$ cat src/rtl/core/stoi_pkg.sv
`timescale 1ns / 1ps

package stoi_pkg;

	localparam int NUM_SYM   = 16;
	localparam int SYM_W     = 8;
	localparam int CFG_IDX_W = 2;
	localparam int CFG_W     = 64;
	localparam int BSIZE_W   = 5;
	localparam int DIG_W     = 4;
	localparam int VAL_W     = 32;

	localparam logic [CFG_IDX_W-1:0] REG_SYMBOLS_LO = 2'd0;
	localparam logic [CFG_IDX_W-1:0] REG_SYMBOLS_HI = 2'd1;
	localparam logic [CFG_IDX_W-1:0] REG_BASE_SIZE  = 2'd2;

	localparam logic [SYM_W-1:0] CHR_NUL   = 8'h00;
	localparam logic [SYM_W-1:0] CHR_TAB   = 8'h09;
	localparam logic [SYM_W-1:0] CHR_LF    = 8'h0A;
	localparam logic [SYM_W-1:0] CHR_VT    = 8'h0B;
	localparam logic [SYM_W-1:0] CHR_FF    = 8'h0C;
	localparam logic [SYM_W-1:0] CHR_CR    = 8'h0D;
	localparam logic [SYM_W-1:0] CHR_SPACE = 8'h20;
	localparam logic [SYM_W-1:0] CHR_PLUS  = 8'h2B;
	localparam logic [SYM_W-1:0] CHR_MINUS = 8'h2D;

	localparam logic [BSIZE_W-1:0] MIN_BASE = 5'd2;

	function automatic logic is_ws(input logic [SYM_W-1:0] c);
		return (c == CHR_TAB) || (c == CHR_LF) || (c == CHR_VT) || (c == CHR_FF) ||
			(c == CHR_CR) || (c == CHR_SPACE);
	endfunction

endpackage

$ cat src/rtl/core/string_to_int_any_base.sv
// Number string parser with a configurable digit alphabet.
// Input channel (in_valid/in_ready): one character per item on chr, with
// last marking the final character of a string. Leading whitespace is
// skipped, then a run of +/- signs (each minus flips the sign), then digits
// are accumulated as acc*base + index until the first non-digit.
// Output channel (out_valid/out_ready): one item per string, given for the
// item marked last: value (wraps modulo 2^32) and base_ok; value is 0 when
// the alphabet is not a valid base.
// Configuration: cfg_wr_en/cfg_index/cfg_wdata write symbols_lo, symbols_hi
// and base_size; write only while the block is idle.
// Timing: an item is registered at acceptance and processed from there; a
// last item's result is then registered and raises out_valid. One item per
// cycle is taken unless a last item waits on a held result; the one-step
// multiply-add on the accumulator sets that figure.
// Stall: a waiting result does not block the input, except that a second
// last item is held in the input register until the result is taken.
// Reset clears all configuration, the parse state and both valid flags.
`timescale 1ns / 1ps

module string_to_int_any_base #(
	parameter int MAX_SYMBOLS = 16
) (
	input  logic                               clk,
	input  logic                               arst_n,
	input  logic                               cfg_wr_en,
	input  logic [stoi_pkg::CFG_IDX_W-1:0]     cfg_index,
	input  logic [stoi_pkg::CFG_W-1:0]         cfg_wdata,
	input  logic                               in_valid,
	output logic                               in_ready,
	input  logic [stoi_pkg::SYM_W-1:0]         chr,
	input  logic                               last,
	output logic                               out_valid,
	input  logic                               out_ready,
	output logic signed [stoi_pkg::VAL_W-1:0]  value,
	output logic                               base_ok
);
	import stoi_pkg::*;

	typedef enum logic [1:0] {
		PH_SKIP,
		PH_SIGN,
		PH_DIGIT,
		PH_DONE
	} phase_t;

	logic [CFG_W-1:0]   symbols_lo_q;
	logic [CFG_W-1:0]   symbols_hi_q;
	logic [BSIZE_W-1:0] base_size_q;

	logic               valid_s1;
	logic [SYM_W-1:0]   chr_s1;
	logic               last_s1;
	logic               advance;

	phase_t             phase_q, phase_d;
	logic               neg_q, neg_d;
	logic [VAL_W-1:0]   acc_q, acc_d;

	logic               out_valid_q;
	logic [VAL_W-1:0]   value_q;
	logic               base_ok_q;

	logic [SYM_W-1:0]   sym [NUM_SYM];
	logic [BSIZE_W-1:0] used_n;
	logic               hit;
	logic [DIG_W-1:0]   dig;
	logic               ok;
	logic [VAL_W+BSIZE_W-1:0] prod;
	logic [VAL_W-1:0]   mag;

	// configuration registers
	always_ff @(posedge clk or negedge arst_n) begin
		if (!arst_n) begin
			symbols_lo_q <= '0;
			symbols_hi_q <= '0;
			base_size_q  <= '0;
		end else if (cfg_wr_en) begin
			unique case (cfg_index)
				REG_SYMBOLS_LO: symbols_lo_q <= cfg_wdata;
				REG_SYMBOLS_HI: symbols_hi_q <= cfg_wdata;
				REG_BASE_SIZE:  base_size_q  <= cfg_wdata[BSIZE_W-1:0];
				default: ;
			endcase
		end
	end

	always_comb begin
		for (int i = 0; i < NUM_SYM / 2; i++) begin
			sym[i]               = symbols_lo_q[i*SYM_W +: SYM_W];
			sym[i + NUM_SYM / 2] = symbols_hi_q[i*SYM_W +: SYM_W];
		end
	end

	assign used_n = (base_size_q > BSIZE_W'(MAX_SYMBOLS)) ? BSIZE_W'(MAX_SYMBOLS) : base_size_q;

	// alphabet check: size range, forbidden symbols, pairwise duplicates
	always_comb begin
		ok = (base_size_q >= MIN_BASE) && (base_size_q <= BSIZE_W'(MAX_SYMBOLS));
		for (int i = 0; i < NUM_SYM; i++) begin
			if (BSIZE_W'(i) < base_size_q) begin
				if (sym[i] == CHR_NUL || is_ws(sym[i]) || sym[i] == CHR_PLUS ||
						sym[i] == CHR_MINUS)
					ok = 1'b0;
				for (int j = i + 1; j < NUM_SYM; j++) begin
					if (BSIZE_W'(j) < base_size_q && sym[j] == sym[i])
						ok = 1'b0;
				end
			end
		end
	end

	// first matching symbol wins
	always_comb begin
		hit = 1'b0;
		dig = '0;
		for (int i = NUM_SYM - 1; i >= 0; i--) begin
			if (BSIZE_W'(i) < used_n && sym[i] == chr_s1) begin
				hit = 1'b1;
				dig = DIG_W'(i);
			end
		end
	end

	assign prod = {{BSIZE_W{1'b0}}, acc_q} * {{VAL_W{1'b0}}, base_size_q};

	always_comb begin
		phase_d = phase_q;
		neg_d   = neg_q;
		acc_d   = acc_q;
		if (phase_d == PH_SKIP && !is_ws(chr_s1))
			phase_d = PH_SIGN;
		if (phase_d == PH_SIGN) begin
			if (chr_s1 == CHR_MINUS)
				neg_d = !neg_q;
			else if (chr_s1 != CHR_PLUS)
				phase_d = PH_DIGIT;
		end
		if (phase_d == PH_DIGIT) begin
			if (!hit)
				phase_d = PH_DONE;
			else
				acc_d = prod[VAL_W-1:0] + {{(VAL_W-DIG_W){1'b0}}, dig};
		end
	end

	assign mag = neg_d ? (VAL_W'(0) - acc_d) : acc_d;

	// a last item needs a free output register; other items always move on
	assign advance  = valid_s1 && (!last_s1 || !out_valid_q || out_ready);
	assign in_ready = !valid_s1 || advance;

	always_ff @(posedge clk or negedge arst_n) begin
		if (!arst_n)
			valid_s1 <= 1'b0;
		else
			valid_s1 <= (in_valid && in_ready) || (valid_s1 && !advance);
	end

	always_ff @(posedge clk) begin
		if (in_valid && in_ready) begin
			chr_s1  <= chr;
			last_s1 <= last;
		end
	end

	always_ff @(posedge clk or negedge arst_n) begin
		if (!arst_n) begin
			phase_q     <= PH_SKIP;
			neg_q       <= 1'b0;
			acc_q       <= '0;
			out_valid_q <= 1'b0;
		end else begin
			if (out_ready && !(advance && last_s1))
				out_valid_q <= 1'b0;
			if (advance) begin
				if (last_s1) begin
					phase_q     <= PH_SKIP;
					neg_q       <= 1'b0;
					acc_q       <= '0;
					out_valid_q <= 1'b1;
				end else begin
					phase_q <= phase_d;
					neg_q   <= neg_d;
					acc_q   <= acc_d;
				end
			end
		end
	end

	always_ff @(posedge clk) begin
		if (advance && last_s1) begin
			value_q   <= ok ? mag : '0;
			base_ok_q <= ok;
		end
	end

	assign out_valid = out_valid_q;
	assign value     = signed'(value_q);
	assign base_ok   = base_ok_q;

endmodule

$ cat config.mk
export PLATFORM = sky130hd
export DESIGN_NAME = string_to_int_any_base
export DESIGN_NICKNAME = d
export VERILOG_FILES = /design/src/rtl/core/stoi_pkg.sv /design/src/rtl/core/string_to_int_any_base.sv
export SDC_FILE = /design/constraint.sdc
export NUM_CORES = 2
export LEC_CHECK = 0
export ABC_AREA = 1
export BUFFER_PORTS_ARGS = -buffer_cell sky130_fd_sc_hd__buf_2
export CAP_MARGIN = 10
export CORE_ASPECT_RATIO = 0.9
export CORE_MARGIN = 2
export CORE_UTILIZATION = 35
export CTS_CLUSTER_DIAMETER = 100
export DETAILED_ROUTE_END_ITERATION = 10
export PLACE_DENSITY = 0.49
export SLEW_MARGIN = 20
export SYNTH_ARGS = -nofsm -noshare
export SYNTH_HDL_FRONTEND = slang
export SYNTH_SLANG_ARGS = --single-unit
$ cat constraint.sdc
create_clock -name clk -period 8.5 [get_ports clk]
set_input_delay 0.85 -clock clk [delete_from_list [all_inputs] [get_ports clk]]
set_output_delay 0.85 -clock clk [all_outputs]
set_load 0.01 [all_outputs]
==> metrics.md <==
| Metric | Value |
|---|---|
| Outcome | completed |
| Clk Latency, worst-skew pair | 0.62 ns |
| Share of cells above drive strength 1 | 9.06% |
| Nets | 4,723 |
| Max Slew Vio Count | 0 |
| First-pass GRT wire length | 241 mm |
| Vias | 34,200 |
| TritonCTS clock tree | yes |
| Layout Cells excl Fill | 5,666 |
| Setup Fix Bufs, Post-CTS | 0 |
| Drt pass-1 iters | 7 |
| Synth async-reset ratio | 80.2% |
| Yosys cell types | 62 |
| Die ar. | 0.0884 mm2 |
| Final Hold Viols | 0 |
| Biggest cell delay along the critical path | 1.08 ns |
| Setup violators final | 0 |
| Worst Path Required | 8.86 ns |
| Vias/cell | 6.04 |
| Slew Limit Headroom | 21.6% |
| Most frequent CP cell | nand2_1 |
| Post-Synthesis Cells | 4,550 |
| FMAX | 137 MHz |
| Critical path capture point type | register |
| Synthesized flop and latch total | 212 |
| Drt wl/cell | 30.6 um |
| H-tree lvl count | 1 |
| Area leader, netlist | xor2_1 |
| Pwr dens | 217 mW/mm2 |
| Total global routing track utilization | 38.1% |
| IO Port Bufs | 114 |
| Max Cap Viol | 0 |
| Vias in the first global route | 31,200 |
| Die height | 282 um |
| Tmin final | 7.31 ns |
| Initial antenna violation count | 7 |
| CP Class | reg2reg |
| Antenna-violating nets left | 0 |
| Register area share after synthesis | 18.3% |
| Core area | 0.0856 mm2 |
| Ranking of synthesized cells by area | xor2_1 (16%), nand2_1 (15%), dfrtp_1 (14%) |
| DRC viols | 0 |
| Final HPWL DP | 117 mm |
| CTS clock-pin slew for the worst setup and hold paths | 0.07 ns |
| Routed WL | 173 mm |
| Area delta synth->final | 8.53% |
| CP Max Fanout | 20 |
| Yosys warning total | 0 |
| Worst Setup Start Kind | register |
| Netlist Area Pre-Place | 0.0301 mm2 |
| LEAKAGE | 16.0 nW |
| Synthesized Nets | 4,779 |
| Total negative setup slack | 0 ns |
| Largest net degree at the start of global routing | 81 |
| GPL Wtd Cong | 1.08 |
| CTS Buffer Depth | 3 |
| Initial core utilization | 35.2% |
| IO Count | 115 |
| Top_reg_cell synth | dfrtp_1 |
| CTS root buffer | clkbuf_16 |
| EDFF count, synth | 42 |
| CP arrival | 7.67 ns |
| Post-synth top area share | 15.7% |
| Die X | 313 um |
| Final clock period utilization by the worst path | 86.0% |
| Sink Count | 212 |
| VDD IR max | 0.000161 V |
| Drt initial violations | 5,499 |
| Total power | 7.10 mW |
| # resized after CTS | 0 |
| Skew final | 0.0290 ns |
| Syn avg cell area | 6.62 um2 |
| GR Overflow Total | 0 |
| Class of the worst hold path | in2async |
| Hold_buf cts | 0 |
| Slowest stage cell, crit path | dfrtp_1 |
| RSZ-0062 raised after global routing | false |
| Placed instance count | 5,607 |
| Worst-margin pin slew | 1.18 ns |
| Cts bufs inserted | 29 |
| Rows | 102 |
==> where the power goes <==
part	internal, mW	switching (mW)
registers	1.17	0.224
logic	1.26	3.22
clock network	0.700	0.526
==> layer usage <==
metal	up-vias	global-route usage, %	wire length (um)
met5	-	0.325	58
met4	10	20.4	11400
met3	639	14.6	25800
met2	2821	48.9	62400
met1	16200	53.8	73600
li1	14600	-	-
==> through the flow <==
stage / area, um2 / setup WS (ns) / hold WS (ns) / util, %
6_report: 32700 / 1.19 / 0.271 / 38.2
5_1_grt: 32700 / 0.854 / 0.352 / 38.1
4_1_cts: 32700 / 1.55 / 0.307 / 38.1
3_5_place_dp: 31700 / 1.59 / 0.530 / 37.0
3_3_place_gp: 31700 / 1.69 / 0.526 / 37.0
2_1_floorplan: 30100 / 3.34 / 0.470 / -
==> flip-flops by register name (all words and copies together), names as in the netlist, 2 cells and up <==
signal        count
acc_q            32
symbols_lo_q     64
symbols_hi_q     64
base_size_q       5
value            32
chr_s1            8
phase_q           2
==> cell usage after synthesis (6+ instances only) <==
cell type and count:
nand2_1 1182, xor2_1 541, inv_1 438, nor2_1 269
o21ai_0 227, nand3_1 176, dfrtp_1 170, xnor2_1 170
buf_2 168, nand4_1 159, a21oi_1 141, o22ai_1 116
nor3_1 106, clkbuf_1 105, nor4_1 88, fa_1 86
buf_1 69, ha_1 63, edfxtp_1 42, inv_2 25
o2111ai_1 21, o211ai_1 17, buf_4 15, a2111oi_0 14
nor2_2 13, clkinv_1 11, a221oi_1 10, nand2_2 10
nand3b_1 9, a31oi_1 8, nor2_4 7, o21ai_1 7
a211oi_1 6
==> cell families after synthesis <==
family                     share of synthesized area [%]
buffers and inverters                               11.4
and+or+nand+nor                                     29.4
adders and majority gates                           8.34
DFF                                                 18.3
AOI/OAI and AO/OA                                   11.8
xor gates and xnor gates                            20.7
==> critical path: cells and delay by family, from the launching register on <==
kind                       cells  cell delay [ns]
buffers and inverters          4             1.11
AOI/OAI and AO/OA              3             0.64
and+or+nand+nor               19             2.41
xor gates and xnor gates       1             0.15
adders and majority gates      4             1.65
DFF                            1             1.08
==> final timing paths <==
check                      cells after the start              from                to  slack (ns)
setup / recovery                              31  symbols_hi_q[61]         value[31]        1.19
hold / removal                                 1            arst_n  symbols_lo_q[63]        0.27
setup reg to reg                              31  symbols_hi_q[61]         value[31]        1.19
hold reg to reg                                2         out_valid         out_valid        0.55
max in group asynchronous                      2            arst_n  symbols_hi_q[35]        6.97
min in group clk                               1            chr[6]         chr_s1[6]        0.43
==> cell usage in the layout, fill, tap and decap left out, types with 11 or more instances in the layout <==
| cell | count |
|---|---|
| clkbuf_16 | 30 |
| inv_1 | 438 |
| o211ai_1 | 17 |
| xnor2_1 | 170 |
| buf_2 | 113 |
| xor2_1 | 540 |
| nand2_1 | 1180 |
| nor4_1 | 88 |
| a2111oi_0 | 14 |
| o21ai_0 | 227 |
| dfrtp_1 | 166 |
| ha_1 | 63 |
| clkinv_1 | 11 |
| nor3_1 | 106 |
| edfxtp_1 | 42 |
| nand4_1 | 159 |
| nor2_2 | 13 |
| nand3_1 | 176 |
| nor2_1 | 268 |
| o2111ai_1 | 21 |
| o22ai_1 | 116 |
| inv_2 | 25 |
| a21oi_1 | 141 |
| buf_4 | 160 |
| fa_1 | 86 |
==> final cells by class <==
cell class	instances	area (um2)
clock buffer	40	848
timing repair buffer	274	1780
multi-input combinational	3501	21200
fill	9295	53000
clock inverter	13	96.3
inverter	476	1790
tap	1144	1430
sequential	212	5520
antenna	6	15.0
No activity file was read; power rests on OpenSTA's default activity.
